### src/sv/owbmd_pkg.sv
// shared types and constants of the 1-wire bus monitor decoder
package owbmd_pkg;

  // event codes on event_kind
  localparam logic [1:0] EV_RESET    = 2'd0;
  localparam logic [1:0] EV_PRESENCE = 2'd1;
  localparam logic [1:0] EV_BYTE     = 2'd2;

  // register indexes, taken from paddr[3:2]
  localparam logic [1:0] REG_ONE_LIMIT      = 2'd0;
  localparam logic [1:0] REG_PRESENCE_LIMIT = 2'd1;
  localparam logic [1:0] REG_RESET_LIMIT    = 2'd2;

  // register reset values
  localparam logic [15:0] ONE_LIMIT_INIT      = 16'd15;
  localparam logic [15:0] PRESENCE_LIMIT_INIT = 16'd50;
  localparam logic [15:0] RESET_LIMIT_INIT    = 16'd250;

  // classified line events passed from front to back
  typedef enum logic [1:0] {
    TOK_RESET,
    TOK_PRESENCE,
    TOK_SKIP,
    TOK_BIT
  } tok_kind_t;

  typedef struct packed {
    tok_kind_t kind;
    logic      bit_value;
  } token_t;

  // limits seen by the front
  typedef struct packed {
    logic [15:0] one_limit;
    logic [15:0] presence_limit;
    logic [15:0] reset_limit;
  } limits_t;

endpackage

### src/sv/owbmd_front.sv
// front: line sampling, low-time counter and slot classification
module owbmd_front (
  input  logic              clk,
  input  logic              rst,
  input  logic              in_valid,
  input  logic              line_level,
  input  logic              q_full,
  input  owbmd_pkg::limits_t limits,
  output logic              push,
  output owbmd_pkg::token_t tok
);

  logic        prev_level, prev_level_next;
  logic [15:0] low_ticks, low_ticks_next;
  logic        timing_active, timing_active_next;
  logic        skip_next_edge, skip_next_edge_next;
  logic        accept;
  logic [15:0] count_step;

  assign accept = in_valid && !q_full;

  // saturating increment of the low-time counter
  assign count_step = (low_ticks == 16'hFFFF) ? low_ticks : low_ticks + 16'd1;

  // classify the sample and update the timing state
  always_comb begin
    prev_level_next     = prev_level;
    low_ticks_next      = low_ticks;
    timing_active_next  = timing_active;
    skip_next_edge_next = skip_next_edge;
    push                = 1'b0;
    tok.kind            = owbmd_pkg::TOK_BIT;
    tok.bit_value       = 1'b0;
    if (accept) begin
      prev_level_next = line_level;
      if (!line_level) begin
        // falling edge starts the count, held low keeps counting while timing is active
        if (prev_level) begin
          timing_active_next = 1'b1;
          low_ticks_next     = 16'd1;
        end else if (timing_active) begin
          low_ticks_next = count_step;
        end
        if (timing_active_next && (low_ticks_next >= limits.reset_limit)) begin
          timing_active_next  = 1'b0;
          low_ticks_next      = 16'd0;
          skip_next_edge_next = 1'b1;
          push                = 1'b1;
          tok.kind            = owbmd_pkg::TOK_RESET;
        end
      end else if (!prev_level) begin
        // rising edge ends the slot
        timing_active_next = 1'b0;
        push               = 1'b1;
        priority if (skip_next_edge) begin
          skip_next_edge_next = 1'b0;
          tok.kind            = owbmd_pkg::TOK_SKIP;
        end else if (low_ticks > limits.presence_limit) begin
          low_ticks_next = 16'd0;
          tok.kind       = owbmd_pkg::TOK_PRESENCE;
        end else begin
          tok.kind      = owbmd_pkg::TOK_BIT;
          tok.bit_value = (low_ticks <= limits.one_limit);
        end
      end
    end
  end

  // timing state
  always_ff @(posedge clk) begin
    if (rst) begin
      prev_level     <= 1'b1;
      low_ticks      <= 16'd0;
      timing_active  <= 1'b0;
      skip_next_edge <= 1'b0;
    end else begin
      prev_level     <= prev_level_next;
      low_ticks      <= low_ticks_next;
      timing_active  <= timing_active_next;
      skip_next_edge <= skip_next_edge_next;
    end
  end

endmodule

### src/sv/owbmd_queue.sv
// short queue of classified line events between front and back
module owbmd_queue #(
  parameter int DEPTH = 4
) (
  input  logic              clk,
  input  logic              rst,
  input  logic              push,
  input  owbmd_pkg::token_t push_tok,
  input  logic              pop,
  output logic              q_valid,
  output owbmd_pkg::token_t q_tok,
  output logic              full
);

  localparam int PW = (DEPTH > 1) ? $clog2(DEPTH) : 1;
  localparam int CW = $clog2(DEPTH + 1);

  owbmd_pkg::token_t slots [DEPTH];
  logic [PW-1:0]     wr_ptr, rd_ptr;
  logic [CW-1:0]     count;
  logic              do_push, do_pop;

  assign full    = (count == CW'(DEPTH));
  assign q_valid = (count != '0);
  assign q_tok   = slots[rd_ptr];
  assign do_push = push && !full;
  assign do_pop  = pop && q_valid;

  // storage
  always_ff @(posedge clk) begin
    if (do_push) begin
      slots[wr_ptr] <= push_tok;
    end
  end

  // pointers and fill count
  always_ff @(posedge clk) begin
    if (rst) begin
      wr_ptr <= '0;
      rd_ptr <= '0;
      count  <= '0;
    end else begin
      if (do_push) begin
        wr_ptr <= (wr_ptr == PW'(DEPTH - 1)) ? '0 : wr_ptr + PW'(1);
      end
      if (do_pop) begin
        rd_ptr <= (rd_ptr == PW'(DEPTH - 1)) ? '0 : rd_ptr + PW'(1);
      end
      if (do_push && !do_pop) begin
        count <= count + CW'(1);
      end else if (do_pop && !do_push) begin
        count <= count - CW'(1);
      end
    end
  end

endmodule

### src/sv/owbmd_back.sv
// back: bit assembly and the output word register
module owbmd_back (
  input  logic              clk,
  input  logic              rst,
  input  logic              q_valid,
  input  owbmd_pkg::token_t q_tok,
  output logic              pop,
  output logic              out_valid,
  input  logic              out_stall,
  output logic [1:0]        event_kind,
  output logic [7:0]        byte_value
);

  logic [2:0] bit_count, bit_count_next;
  logic [7:0] shift_byte, shift_byte_next;
  logic [7:0] shifted;
  logic       out_valid_next;
  logic       emit;
  logic [1:0] kind_load;
  logic [7:0] value_load;

  assign pop     = q_valid && (!out_valid || !out_stall);
  assign shifted = {q_tok.bit_value, shift_byte[7:1]};

  // carry out one event from the queue
  always_comb begin
    bit_count_next  = bit_count;
    shift_byte_next = shift_byte;
    emit            = 1'b0;
    kind_load       = owbmd_pkg::EV_RESET;
    value_load      = 8'd0;
    if (pop) begin
      unique case (q_tok.kind)
        owbmd_pkg::TOK_RESET: begin
          bit_count_next  = 3'd0;
          shift_byte_next = 8'd0;
          emit            = 1'b1;
          kind_load       = owbmd_pkg::EV_RESET;
        end
        owbmd_pkg::TOK_PRESENCE: begin
          bit_count_next  = 3'd0;
          shift_byte_next = 8'd0;
          emit            = 1'b1;
          kind_load       = owbmd_pkg::EV_PRESENCE;
        end
        owbmd_pkg::TOK_SKIP: begin
          shift_byte_next = {1'b0, shift_byte[7:1]};
        end
        owbmd_pkg::TOK_BIT: begin
          bit_count_next = bit_count + 3'd1;
          if (bit_count == 3'd7) begin
            shift_byte_next = 8'd0;
            emit            = 1'b1;
            kind_load       = owbmd_pkg::EV_BYTE;
            value_load      = shifted;
          end else begin
            shift_byte_next = shifted;
          end
        end
        default: begin
          shift_byte_next = shift_byte;
        end
      endcase
    end
  end

  // output word stays until taken
  assign out_valid_next = pop ? emit : (out_valid && out_stall);

  // control and assembly state
  always_ff @(posedge clk) begin
    if (rst) begin
      out_valid  <= 1'b0;
      bit_count  <= 3'd0;
      shift_byte <= 8'd0;
    end else begin
      out_valid  <= out_valid_next;
      bit_count  <= bit_count_next;
      shift_byte <= shift_byte_next;
    end
  end

  // output payload
  always_ff @(posedge clk) begin
    if (emit) begin
      event_kind <= kind_load;
      byte_value <= value_load;
    end
  end

endmodule

### src/sv/one_wire_bus_monitor_decoder_core.sv
// Passive 1-wire bus monitor. One line sample is taken per clock cycle, every cycle, as
// long as the output side keeps up; a sample's event passes through the event queue,
// then the output register. in_stall rises only once the QUEUE_DEPTH-entry event
// queue has filled behind a stalled output word.
// Events: reset pulse, presence pulse, and each completed byte (LSB first). Limits are
// set through the register port: one_limit at 0x0, presence_limit at 0x4, reset_limit
// at 0x8.
module one_wire_bus_monitor_decoder_core #(
  parameter int QUEUE_DEPTH = 4
) (
  input  logic        clk,
  input  logic        rst,
  input  logic        in_valid,
  output logic        in_stall,
  input  logic        line_level,
  output logic        out_valid,
  input  logic        out_stall,
  output logic [1:0]  event_kind,
  output logic [7:0]  byte_value,
  input  logic        psel,
  input  logic        penable,
  input  logic        pwrite,
  input  logic [3:0]  paddr,
  input  logic [31:0] pwdata,
  output logic [31:0] prdata,
  output logic        pready
);

  owbmd_pkg::limits_t limits;
  owbmd_pkg::token_t  front_tok;
  owbmd_pkg::token_t  q_tok;
  logic               front_push;
  logic               q_full;
  logic               q_valid;
  logic               back_pop;
  logic               cfg_write;

  assign pready    = 1'b1;
  assign cfg_write = psel && penable && pwrite && pready;
  assign in_stall  = q_full;

  // limit registers
  always_ff @(posedge clk) begin
    if (rst) begin
      limits.one_limit      <= owbmd_pkg::ONE_LIMIT_INIT;
      limits.presence_limit <= owbmd_pkg::PRESENCE_LIMIT_INIT;
      limits.reset_limit    <= owbmd_pkg::RESET_LIMIT_INIT;
    end else if (cfg_write) begin
      unique case (paddr[3:2])
        owbmd_pkg::REG_ONE_LIMIT:      limits.one_limit      <= pwdata[15:0];
        owbmd_pkg::REG_PRESENCE_LIMIT: limits.presence_limit <= pwdata[15:0];
        owbmd_pkg::REG_RESET_LIMIT:    limits.reset_limit    <= pwdata[15:0];
        default: begin
          limits <= limits;
        end
      endcase
    end
  end

  // register readback
  always_comb begin
    unique case (paddr[3:2])
      owbmd_pkg::REG_ONE_LIMIT:      prdata = {16'd0, limits.one_limit};
      owbmd_pkg::REG_PRESENCE_LIMIT: prdata = {16'd0, limits.presence_limit};
      owbmd_pkg::REG_RESET_LIMIT:    prdata = {16'd0, limits.reset_limit};
      default:                       prdata = 32'd0;
    endcase
  end

  owbmd_front u_front (
    .clk        (clk),
    .rst        (rst),
    .in_valid   (in_valid),
    .line_level (line_level),
    .q_full     (q_full),
    .limits     (limits),
    .push       (front_push),
    .tok        (front_tok)
  );

  owbmd_queue #(
    .DEPTH (QUEUE_DEPTH)
  ) u_queue (
    .clk      (clk),
    .rst      (rst),
    .push     (front_push),
    .push_tok (front_tok),
    .pop      (back_pop),
    .q_valid  (q_valid),
    .q_tok    (q_tok),
    .full     (q_full)
  );

  owbmd_back u_back (
    .clk        (clk),
    .rst        (rst),
    .q_valid    (q_valid),
    .q_tok      (q_tok),
    .pop        (back_pop),
    .out_valid  (out_valid),
    .out_stall  (out_stall),
    .event_kind (event_kind),
    .byte_value (byte_value)
  );

endmodule

### config.mk
export PLATFORM = sky130hd
export DESIGN_NAME = one_wire_bus_monitor_decoder_core
export DESIGN_NICKNAME = d
export VERILOG_FILES = /design/src/sv/owbmd_pkg.sv /design/src/sv/owbmd_front.sv /design/src/sv/owbmd_queue.sv /design/src/sv/owbmd_back.sv /design/src/sv/one_wire_bus_monitor_decoder_core.sv
export SDC_FILE = /design/constraint.sdc
export NUM_CORES = 1
export LEC_CHECK = 0
export ABC_AREA = 1
export BUFFER_PORTS_ARGS = -buffer_cell sky130_fd_sc_hd__buf_2
export CAP_MARGIN = 10
export CORE_ASPECT_RATIO = 1.1
export CORE_MARGIN = 2
export CORE_UTILIZATION = 31
export DETAILED_ROUTE_END_ITERATION = 12
export SLEW_MARGIN = 15
export SYNTH_ARGS = -nofsm -noshare
export SYNTH_HDL_FRONTEND = slang
export SYNTH_SLANG_ARGS = --single-unit
### constraint.sdc
create_clock -name clk -period 5.2 [get_ports clk]
set_input_delay 1.04 -clock clk [delete_from_list [all_inputs] [get_ports clk]]
set_output_delay 1.04 -clock clk [all_outputs]
set_load 0.03 [all_outputs]
# ---- After elaboration in Yosys (flattened, before gate mapping)
# Memory sizes are Yosys's and may differ from the RTL's. A register that Yosys moved wholly into a read port is not among the register bits.
# Cells that the tools add are included.
dict set report op_classes {
  addsub 6
  n_mul 0
  div_mod_pow 0
  order_cmp 3
  n_eq_ne 13
  shift 0
  mux 49
  n_bitwise 0
  n_reduce_logical 31
}
# op count
set op_table {}
lappend op_table {{16-bit two-way mux} 10}
lappend op_table {{16-bit one-hot mux with 3 select lines} 1}
lappend op_table {{8-bit one-hot mux with 3 select lines} 1}
lappend op_table {{1-bit two-way mux} 20}
lappend op_table {{2-bit two-way mux} 9}
lappend op_table {{16-bit by 1-bit adder with 16-bit output, second input constant} 1}
lappend op_table {{16-bit equality test, second input constant} 1}
lappend op_table {{16-bit greater-or-equal comparator} 1}
lappend op_table {{16-bit > comparator} 1}
lappend op_table {{16-bit <= comparator} 1}
lappend op_table {{3-bit two-way mux} 4}
lappend op_table {{2-bit equality test, second input constant} 5}
lappend op_table {{1-bit logical AND} 10}
lappend op_table {{2-bit AND reduction} 5}
lappend op_table {{8-bit two-way mux} 1}
lappend op_table {{3-bit by 1-bit adder with 3-bit output, second input constant} 2}
lappend op_table {{3-bit equality test, second input constant} 2}
lappend op_table {{3-bit one-hot mux with 2 select lines} 1}
lappend op_table {{3-bit AND reduction} 2}
lappend op_table {{2-bit nonzero test} 3}
lappend op_table {{1-bit logical NOT} 5}
lappend op_table {{2-bit by 1-bit adder with 2-bit output, second input constant} 2}
lappend op_table {{2-bit by 1-bit equality test with 1-bit output, second input constant} 2}
lappend op_table {{2-bit logical NOT} 2}
lappend op_table {{other kinds (9)} 10}
dict set report word_totals {
  regBits 96
  latch_bits 0
  ram_bits 12
  mem_bits_ro 0
  output_inout_bits 45
  memories 1
}
# memory depth width rd rd_clocked_by_memory_dff write_ports line_no
set mem_list {}
lappend mem_list {u_queue.slots 4 3 1 1 1 owbmd_queue.sv:18} ;# owbmd_pkg::token_t slots [DEPTH];

# ---- Depth between registers and ports, before layout
# Gate-level depths: netlist of the first run.
dict set report depth {
  word_depth 16
  ltp_mapped 30
  ltp_nobuf 30
}

# ---- Cells and area by module
# Synthesis of the first run repeated with hierarchy kept, for this count alone.
dict set report hier_totals {
  cells_unflattened 1024
  hier_area_um2 7090.6
}
# module n_inst cells_per_inst area_per_inst_um2 seq_area_each_um2
set modules_own_cells {}
lappend modules_own_cells {owbmd_front 1 470 2872.8 380.4}
lappend modules_own_cells {one_wire_bus_monitor_decoder_core 1 364 2397.3 960.9}
lappend modules_own_cells {owbmd_queue 1 99 957.2 540.5}
lappend modules_own_cells {owbmd_back 1 91 863.3 520.5}

# ---- Worst setup path before layout of the first run
# Ideal clock, no wire load.
dict set report synth_timing {
  path_kind {register -> register}
  start {reg u_front.low_ticks[1]}
  end {reg u_queue.count[2]}
  setup_time_ns 0.122
  t_arrival_ns 3.456
  required_ns 5.078
  setup_slack_ns 1.622
  stages_incl_launch_ff 29
  path_buffers 0
  cell_sequence {dfxtp_1 > ha_1 > nand3_2 > nor2_8 > nand4_4 > nand2_4 > inv_6 > nor2_1 > nor2_2 > ha_1 > nand2_1 > nor2_1 > nor2_1 > nand2_1 > nand2_1 > nand2_1 > nand2_1 > nand2_1 > nand2_1 > nand2_1 > nand2_2 > inv_1 > ha_1 > inv_1 > fa_1 > a21oi_1 > o21ai_0 > o21ai_0 > a21oi_1}
}
dict set report synth_via {
  elab_chain_cells 15
  word_cells_on_any_way 18
  classes_between {add/sub: 1; order compare: 1; eq/ne: 1; mux: 9; reduce/logical: 6}
}
# element line_no
set synth_lines {}
lappend synth_lines {{start: declaration} owbmd_front.sv:14} ;# logic [15:0] low_ticks, low_ticks_next;
lappend synth_lines {{start signal: assignment} owbmd_front.sv:78} ;# low_ticks <= low_ticks_next;
lappend synth_lines {{16-bit by 1-bit adder with 16-bit output / 16-bit equality test (equally long branches)} owbmd_front.sv:23} ;# assign count_step = (low_ticks == 16'hFFFF) ? low_ticks : low_ticks + 16'd1;
lappend synth_lines {{16-bit two-way mux} owbmd_front.sv:23}
lappend synth_lines {{16-bit two-way mux *} owbmd_front.sv:41} ;# end else if (timing_active) begin
lappend synth_lines {{16-bit two-way mux *} owbmd_front.sv:38} ;# if (prev_level) begin
lappend synth_lines {{16-bit two-way mux *} owbmd_front.sv:36} ;# if (!line_level) begin
lappend synth_lines {{16-bit two-way mux *} owbmd_front.sv:34} ;# if (accept) begin
lappend synth_lines {{16-bit greater-or-equal comparator *} owbmd_front.sv:44} ;# if (timing_active_next && (low_ticks_next >= limits.reset_limit)) begin
lappend synth_lines {{1-bit logical AND *} owbmd_front.sv:44}
lappend synth_lines {{1-bit two-way mux *} owbmd_front.sv:44}
lappend synth_lines {{1-bit two-way mux *} owbmd_front.sv:36}
lappend synth_lines {{1-bit two-way mux *} owbmd_front.sv:34}
lappend synth_lines {{1-bit logical AND *} owbmd_queue.sv:26} ;# assign do_push = push && !full;
lappend synth_lines {{via u_queue.do_push} owbmd_queue.sv:21} ;# logic do_push, do_pop;
lappend synth_lines {{1-bit logical NOT} owbmd_queue.sv:51} ;# end else if (do_pop && !do_push) begin
lappend synth_lines {{1-bit logical AND} owbmd_queue.sv:51}
lappend synth_lines {{2-bit nonzero test (no source line)} n/a}
lappend synth_lines {{end signal: assignment} owbmd_queue.sv:50} ;# count <= count + CW'(1);
lappend synth_lines {{end signal: assignment} owbmd_queue.sv:52} ;# count <= count - CW'(1);
lappend synth_lines {{end: declaration} owbmd_queue.sv:20} ;# logic [CW-1:0] count;
# Mark *: on every way through the listed nets, which the timed path passes. The rest lies on a longest branch. The select of a mux whose other input is x is not followed.
# A chain may end at the register's enable or synchronous reset.

# ---- Worst setup path in the final report of the first run
# Ends and elaborated chain as after synthesis.

==> flow_summary.toml, run 1 <==
[run_status]
status = "finished, final reports clean"

[global_routing]
grt_max_degree = 73
grt_pass1_wl_um = 26600
track_usage_pct = 15.0
grt_pass1_vias = 5327
overflow = 0
antenna_found_initial = 0

[synthesis]
ys_seq_elements = 109
ys_seq_area_share_pct = 36.9
yosysUniqueCellTypes = 43
async_reset_ff_share_pct = 0
synth.area.top_cells = "dfxtp_1 27%, ha_1 11%, nand2_1 10%"
syn_area_per_cell_um2 = 7.44
yosysWarnings = 0
syn_area_um2 = 6510
synth_edf_count = 22
synth_common_cells = "182 x nand2_1, 109 x inv_1, 87 x dfxtp_1"
synth_top_area_share_pct = 26.7
yosysMostFrequentCell = "nand2_1"
yosys.area.top_type = "dfxtp_1"
ys.flop_type = "dfxtp_1"
syn_inst = 875

[drt]
top_layer = "met4"
route.met3.wl_um = 654
via_count = 5587
wl_met2_um = 7560
ant_nets = 0
drt-pass1-iter-count = 4
drc_errors = 0
wirelength_met1_um = 7050
vias_per_cell = 4.75
drt_iter0_drc = 350
wirelength_um = 15500
wl_per_cell_um = 13.2

[sta]
worst_pin_slew_ns = 0.953
tns_ns = 0
rsz0062_at_grt = "false"
timing.fmax_mhz = 242
setup_viol = 0
hold_viol = 0
finalCritPeriodShare_pct = 79.3
timing.slew.headroom_pct = 36.5
whs_ns = 0.469
final_max_slew_viol_count = 0
fin_ws_ns = 1.08
finClkSkew_ns = 0.0167
min_period_ns = 4.12

[cts]
cts-root-buf = "clkbuf_16"
cts-buffers-inserted = 9
clkTransAtPathRegs_ns = 0.09
cts_setup_buffers = 0
clk_latency_ns = 0.37
clock_path_buffers = 2
htree_levels = 3
numClockSinks = 109
cts_tree = "built"
cts_hold_buf = 0
cts_resized = 0

[cells_and_area]
num_antenna_cells = 0
design_area_um2 = 7250
fin_nets = 1016
final_layout_size_suffix_gt1_share_pct = 11.9
syn2layout_area_growth_pct = 11.3

[placement]
place_congestion = 0.864
post-place-ws_ns = 1.06
port_buffers = 53
hpwl_um = 11600
placed_cell_area_um2 = 6950

[power_and_ir_drop]
p_total_w = 0.00256
powerDensity_nw_per_um2 = 353
leakagePower_nw = 3.24
ir_drop_uv = 165

[worst_setup_path]
crit_required_ns = 5.46
end_kind = "flop"
slowest_stage = "dfxtp_1"
slowest_delay_ns = 0.43
setup.worst_path.start = "u_front.low_ticks[1]$_SDFFE_PP0P_"
reg2reg_slack_ns = 1.08
ff2ff_path_depth = 28
arrival_ns = 4.39
cpMostUsedCell = "nand2_1"
crit_type = "flop to flop"
start_kind = "flop"
reg2reg_from = "u_front.low_ticks[1]$_SDFFE_PP0P_"
worst_r2r_endpoint = "u_queue.count[2]$_SDFFE_PP0P_"
cp-endpoint = "u_queue.count[2]$_SDFFE_PP0P_"
cp_max_fo = 8

[flow_run]
maxCapViolations = 0

[die]
die_h_um = 156
rows = 55
initial_core_util_pct = 31.7
io_pins = 89
core-area_um2 = 20600
die-area_um2 = 22200
fp.dieW_um = 142

[min_path]
min_path_type = "flop to flop"
==> critical path, delay by kind of cell (launching register included) <==
family | cells | cell delay (ns)
fa+ha+maj | 4 | 1.10
compound gates | 4 | 0.46
simple gates | 17 | 1.73
buf+inv | 3 | 0.29
flops | 1 | 0.43
==> power breakdown <==
part	internal (W)	switching (W)	leakage (nW)
Combinational	0.000243	0.000545	2.18
Sequential	0.000974	0.0000865	0.909
Clock	0.000348	0.000361	0.151
==> state kept, by name (all words and copies together) (netlist names), 2 cells and up, named ones only <==
signal	count
u_queue.rd_ptr	2
u_back.event_kind	2
u_queue.slots	12
u_back.byte_value	8
u_back.shift_byte	7
u_back.bit_count	3
u_queue.wr_ptr	2
u_queue.count	3
limits	48
u_front.low_ticks	16
==> worst min path at each step <==
stage / to / start / cells after the start
after CTS: u_back.shift_byte[1]$_SDFFE_PP0P_ / u_back.shift_byte[1]$_SDFFE_PP0P_ / 2
after global placement: u_back.bit_count[0]$_SDFFE_PP0P_ / u_back.bit_count[0]$_SDFFE_PP0P_ / 1
after detailed placement: u_back.bit_count[0]$_SDFFE_PP0P_ / u_back.bit_count[0]$_SDFFE_PP0P_ / 1
after global routing: u_back.bit_count[2]$_SDFFE_PP0P_ / u_back.bit_count[2]$_SDFFE_PP0P_ / 2
final: u_back.shift_byte[1]$_SDFFE_PP0P_ / u_back.shift_byte[1]$_SDFFE_PP0P_ / 2
after floorplan: u_back.bit_count[0]$_SDFFE_PP0P_ / u_back.bit_count[0]$_SDFFE_PP0P_ / 1
==> metal layers <==
layer	up-vias	track usage [%]
li1	2938	-
met1	2520	19.0
met2	117	25.5
met3	12	3.19
met4	0	4.57
met5	-	0
==> cell type report <==
type | instances | area (µm²)
flip-flops and latches | 109 | 2400
repair buffers | 58 | 303
inverters | 114 | 433
fillers | 2185 | 13300
clock inverters | 7 | 81.3
well taps | 256 | 320
clock buffers | 9 | 225
multi-input cells | 622 | 3490
==> placed cells by master, fill, tap and decap left out, types with 2 or more instances in the layout <==
cell type | netlist | routed
inv_8 | 0 | 2
inv_6 | 1 | 4
nand4_1 | 8 | 8
xor2_1 | 6 | 6
dfxtp_1 | 87 | 87
o21ai_0 | 62 | 62
nor2_2 | 14 | 14
nor2_1 | 84 | 84
ha_1 | 57 | 57
a21oi_4 | 2 | 2
nor2_4 | 2 | 2
nand4_4 | 2 | 2
clkbuf_16 | 0 | 9
nor4_1 | 2 | 2
buf_2 | 9 | 53
nand3_1 | 54 | 54
nor3_1 | 3 | 3
buf_4 | 18 | 5
o211ai_1 | 12 | 12
nand2_2 | 5 | 5
nand3_2 | 4 | 4
o21ai_1 | 3 | 3
conb_1 | 2 | 17
nand2_1 | 182 | 182
a21oi_1 | 74 | 74
inv_1 | 109 | 109
clkinv_1 | 3 | 3
o221ai_1 | 15 | 15
edfxtp_1 | 22 | 22
==> through the flow <==
stage          cells  utilization (%)
3_5_place_dp    1159             33.8
3_3_place_gp    1159             33.8
6_report        1175             35.2
5_1_grt         1175             35.2
2_1_floorplan    890                -
4_1_cts         1175             35.2
==> cells by family after synthesis <==
family	count (synthesis)	share of synthesized area [%]
AND/OR/NAND/NOR	365	24.9
XOR/XNOR	7	0.941
adder cells (fa/ha/maj)	58	11.3
flip-flops	109	36.9
buffers and inverters	159	10.4
AO/OA/AOI/OAI	175	15.5
other	2	0.115
(Power assumes the default switching activity.)
==> inputs of run 2 (changes only) <==
==> constraint.sdc (replaced) <==
create_clock -name clk -period 4.3 [get_ports clk]
set_input_delay 0.86 -clock clk [delete_from_list [all_inputs] [get_ports clk]]
set_output_delay 0.86 -clock clk [all_outputs]
set_load 0.03 [all_outputs]
==> flow_summary.toml, run 2 (same netlist as run 1, synthesis figures left out) <==
[global_routing]
overflow = 0
grt_pass1_vias = 5377
antenna_found_initial = 0
track_usage_pct = 15.1
grt_pass1_wl_um = 26500
grt_max_degree = 73

[placement]
place_congestion = 0.853
port_buffers = 53
hpwl_um = 11900

[cts]
cts_tree = "built"
htree_levels = 3
clk_latency_ns = 0.36
cts-buffers-inserted = 9
cts_hold_buf = 0
clock_path_buffers = 2
cts-root-buf = "clkbuf_16"
clkTransAtPathRegs_ns = 0.09
numClockSinks = 109

[min_path]
min_path_type = "flop to flop"

[cells_and_area]
num_antenna_cells = 0
filler_cell_count = 2180
final_layout_size_suffix_gt1_share_pct = 13.5
top_regs = "limits: 48 flops, u_front.low_ticks: 16 flops, u_queue.slots: 12 flops"
top_register = "limits"
fin_util_pct = 35.8
final_common_cell = "nand2_1"
regArea_um2 = 2400
largest_register_ffs = 48
syn2layout_area_growth_pct = 12.9
final_cell_mix = "181 x nand2_1, 109 x inv_1, 85 x dfxtp_1"
multi_input_area_um2 = 3490
fin_nets = 1029

[sta]
min_period_ns = 3.93
finalCritPeriodShare_pct = 91.3
timing.fmax_mhz = 255
finClkSkew_ns = 0.0128
rsz0062_at_grt = "false"
hold_viol = 0
timing.slew.headroom_pct = 37.0
setup_viol = 0
tns_ns = 0
final_max_slew_viol_count = 0
worst_pin_slew_ns = 0.945

[power_and_ir_drop]
powerDensity_nw_per_um2 = 425
ir_drop_uv = 249
leakagePower_nw = 3.31

[drt]
drc_errors = 0
drt_iter0_drc = 263
wl_per_cell_um = 13.4
via_count = 5596
wirelength_um = 15900
vias_per_cell = 4.71
drt-pass1-iter-count = 5
ant_nets = 0

[die]
die-area_um2 = 22200
core-area_um2 = 20600
rows = 55
io_pins = 89
fp.dieW_um = 142
initial_core_util_pct = 31.7
die_h_um = 156

[worst_setup_path]
slowest_delay_ns = 0.39
slowest_stage = "dfxtp_2"
end_kind = "flop"
crit_required_ns = 4.55
arrival_ns = 4.18
cpMostUsedCell = "nand2_1"
start_kind = "flop"
cp_max_fo = 7
crit_type = "flop to flop"

[flow_run]
maxCapViolations = 0

[run_status]
status = "finished, final reports clean"
-- run 2: routing by layer --
layer	vias up	track usage [%]	share of wire [%]
li1	2959	-	-
met4	0	5.71	2.5
met2	120	26.6	48
met1	2489	17.8	45
met3	28	3.31	4.6
met5	-	0	0
-- run 2: per-stage QoR --
step	setup WS (ns)	std cells	total power [W]	hold slack, ns	cell area, µm²
floorplan	0.722	890	0.00202	0.429	6570
global placement	0.312	1170	0.00227	0.447	7030
detailed placement	0.238	1170	0.00230	0.454	7030
CTS	0.217	1186	0.00316	0.470	7330
global route	0.0564	1188	0.00335	0.494	7360
finish	0.374	1188	0.00312	0.472	7360
-- run 2: what timing repair did --
item | in CTS | in global routing
gates resized for setup | 0 | 4
buffers inserted | 0 | 2
setup endpoints to repair | 0 | 2
-- run 2: path summary, 6_finish.rpt --
| kind | startpoint | to | slack (ns) | depth (start not counted) |
|---|---|---|---|---|
| worst max register to register | u_front.low_ticks[1]$_SDFFE_PP0P_ | u_queue.count[2]$_SDFFE_PP0P_ | 0.37 | 28 |
| worst max-delay path | u_front.low_ticks[1]$_SDFFE_PP0P_ | u_queue.count[2]$_SDFFE_PP0P_ | 0.37 | 28 |
| worst min register to register | u_back.bit_count[0]$_SDFFE_PP0P_ | u_back.bit_count[0]$_SDFFE_PP0P_ | 0.47 | 1 |
| worst min-delay path | u_back.bit_count[0]$_SDFFE_PP0P_ | u_back.bit_count[0]$_SDFFE_PP0P_ | 0.47 | 1 |
-- run 2: cell type report --
class,instances,area share [%]
Inverter,114,5.88
Clock buffer,9,3.06
Sequential cell,109,32.7
Timing Repair Buffer,71,5.44
Clock inverter,7,1.11
Multi-Input combinational cell,622,47.5
Tap cell,256,4.35
-- run 2: worst max-delay path: cells and delay by family, from the launching register on --
family                     cells  cell delay, ns
AOI/OAI and AO/OA              4            0.45
adders and majority gates      4            1.06
buffers and inverters          3            0.26
DFF                            1            0.39
and+or+nand+nor               17            1.66
-- run 2: power by group --
part | switching (W) | leakage (nW) | internal [W]
Clock | 0.000435 | 0.150 | 0.000420
Combinational | 0.000692 | 2.25 | 0.000318
Sequential | 0.0000806 | 0.910 | 0.00118
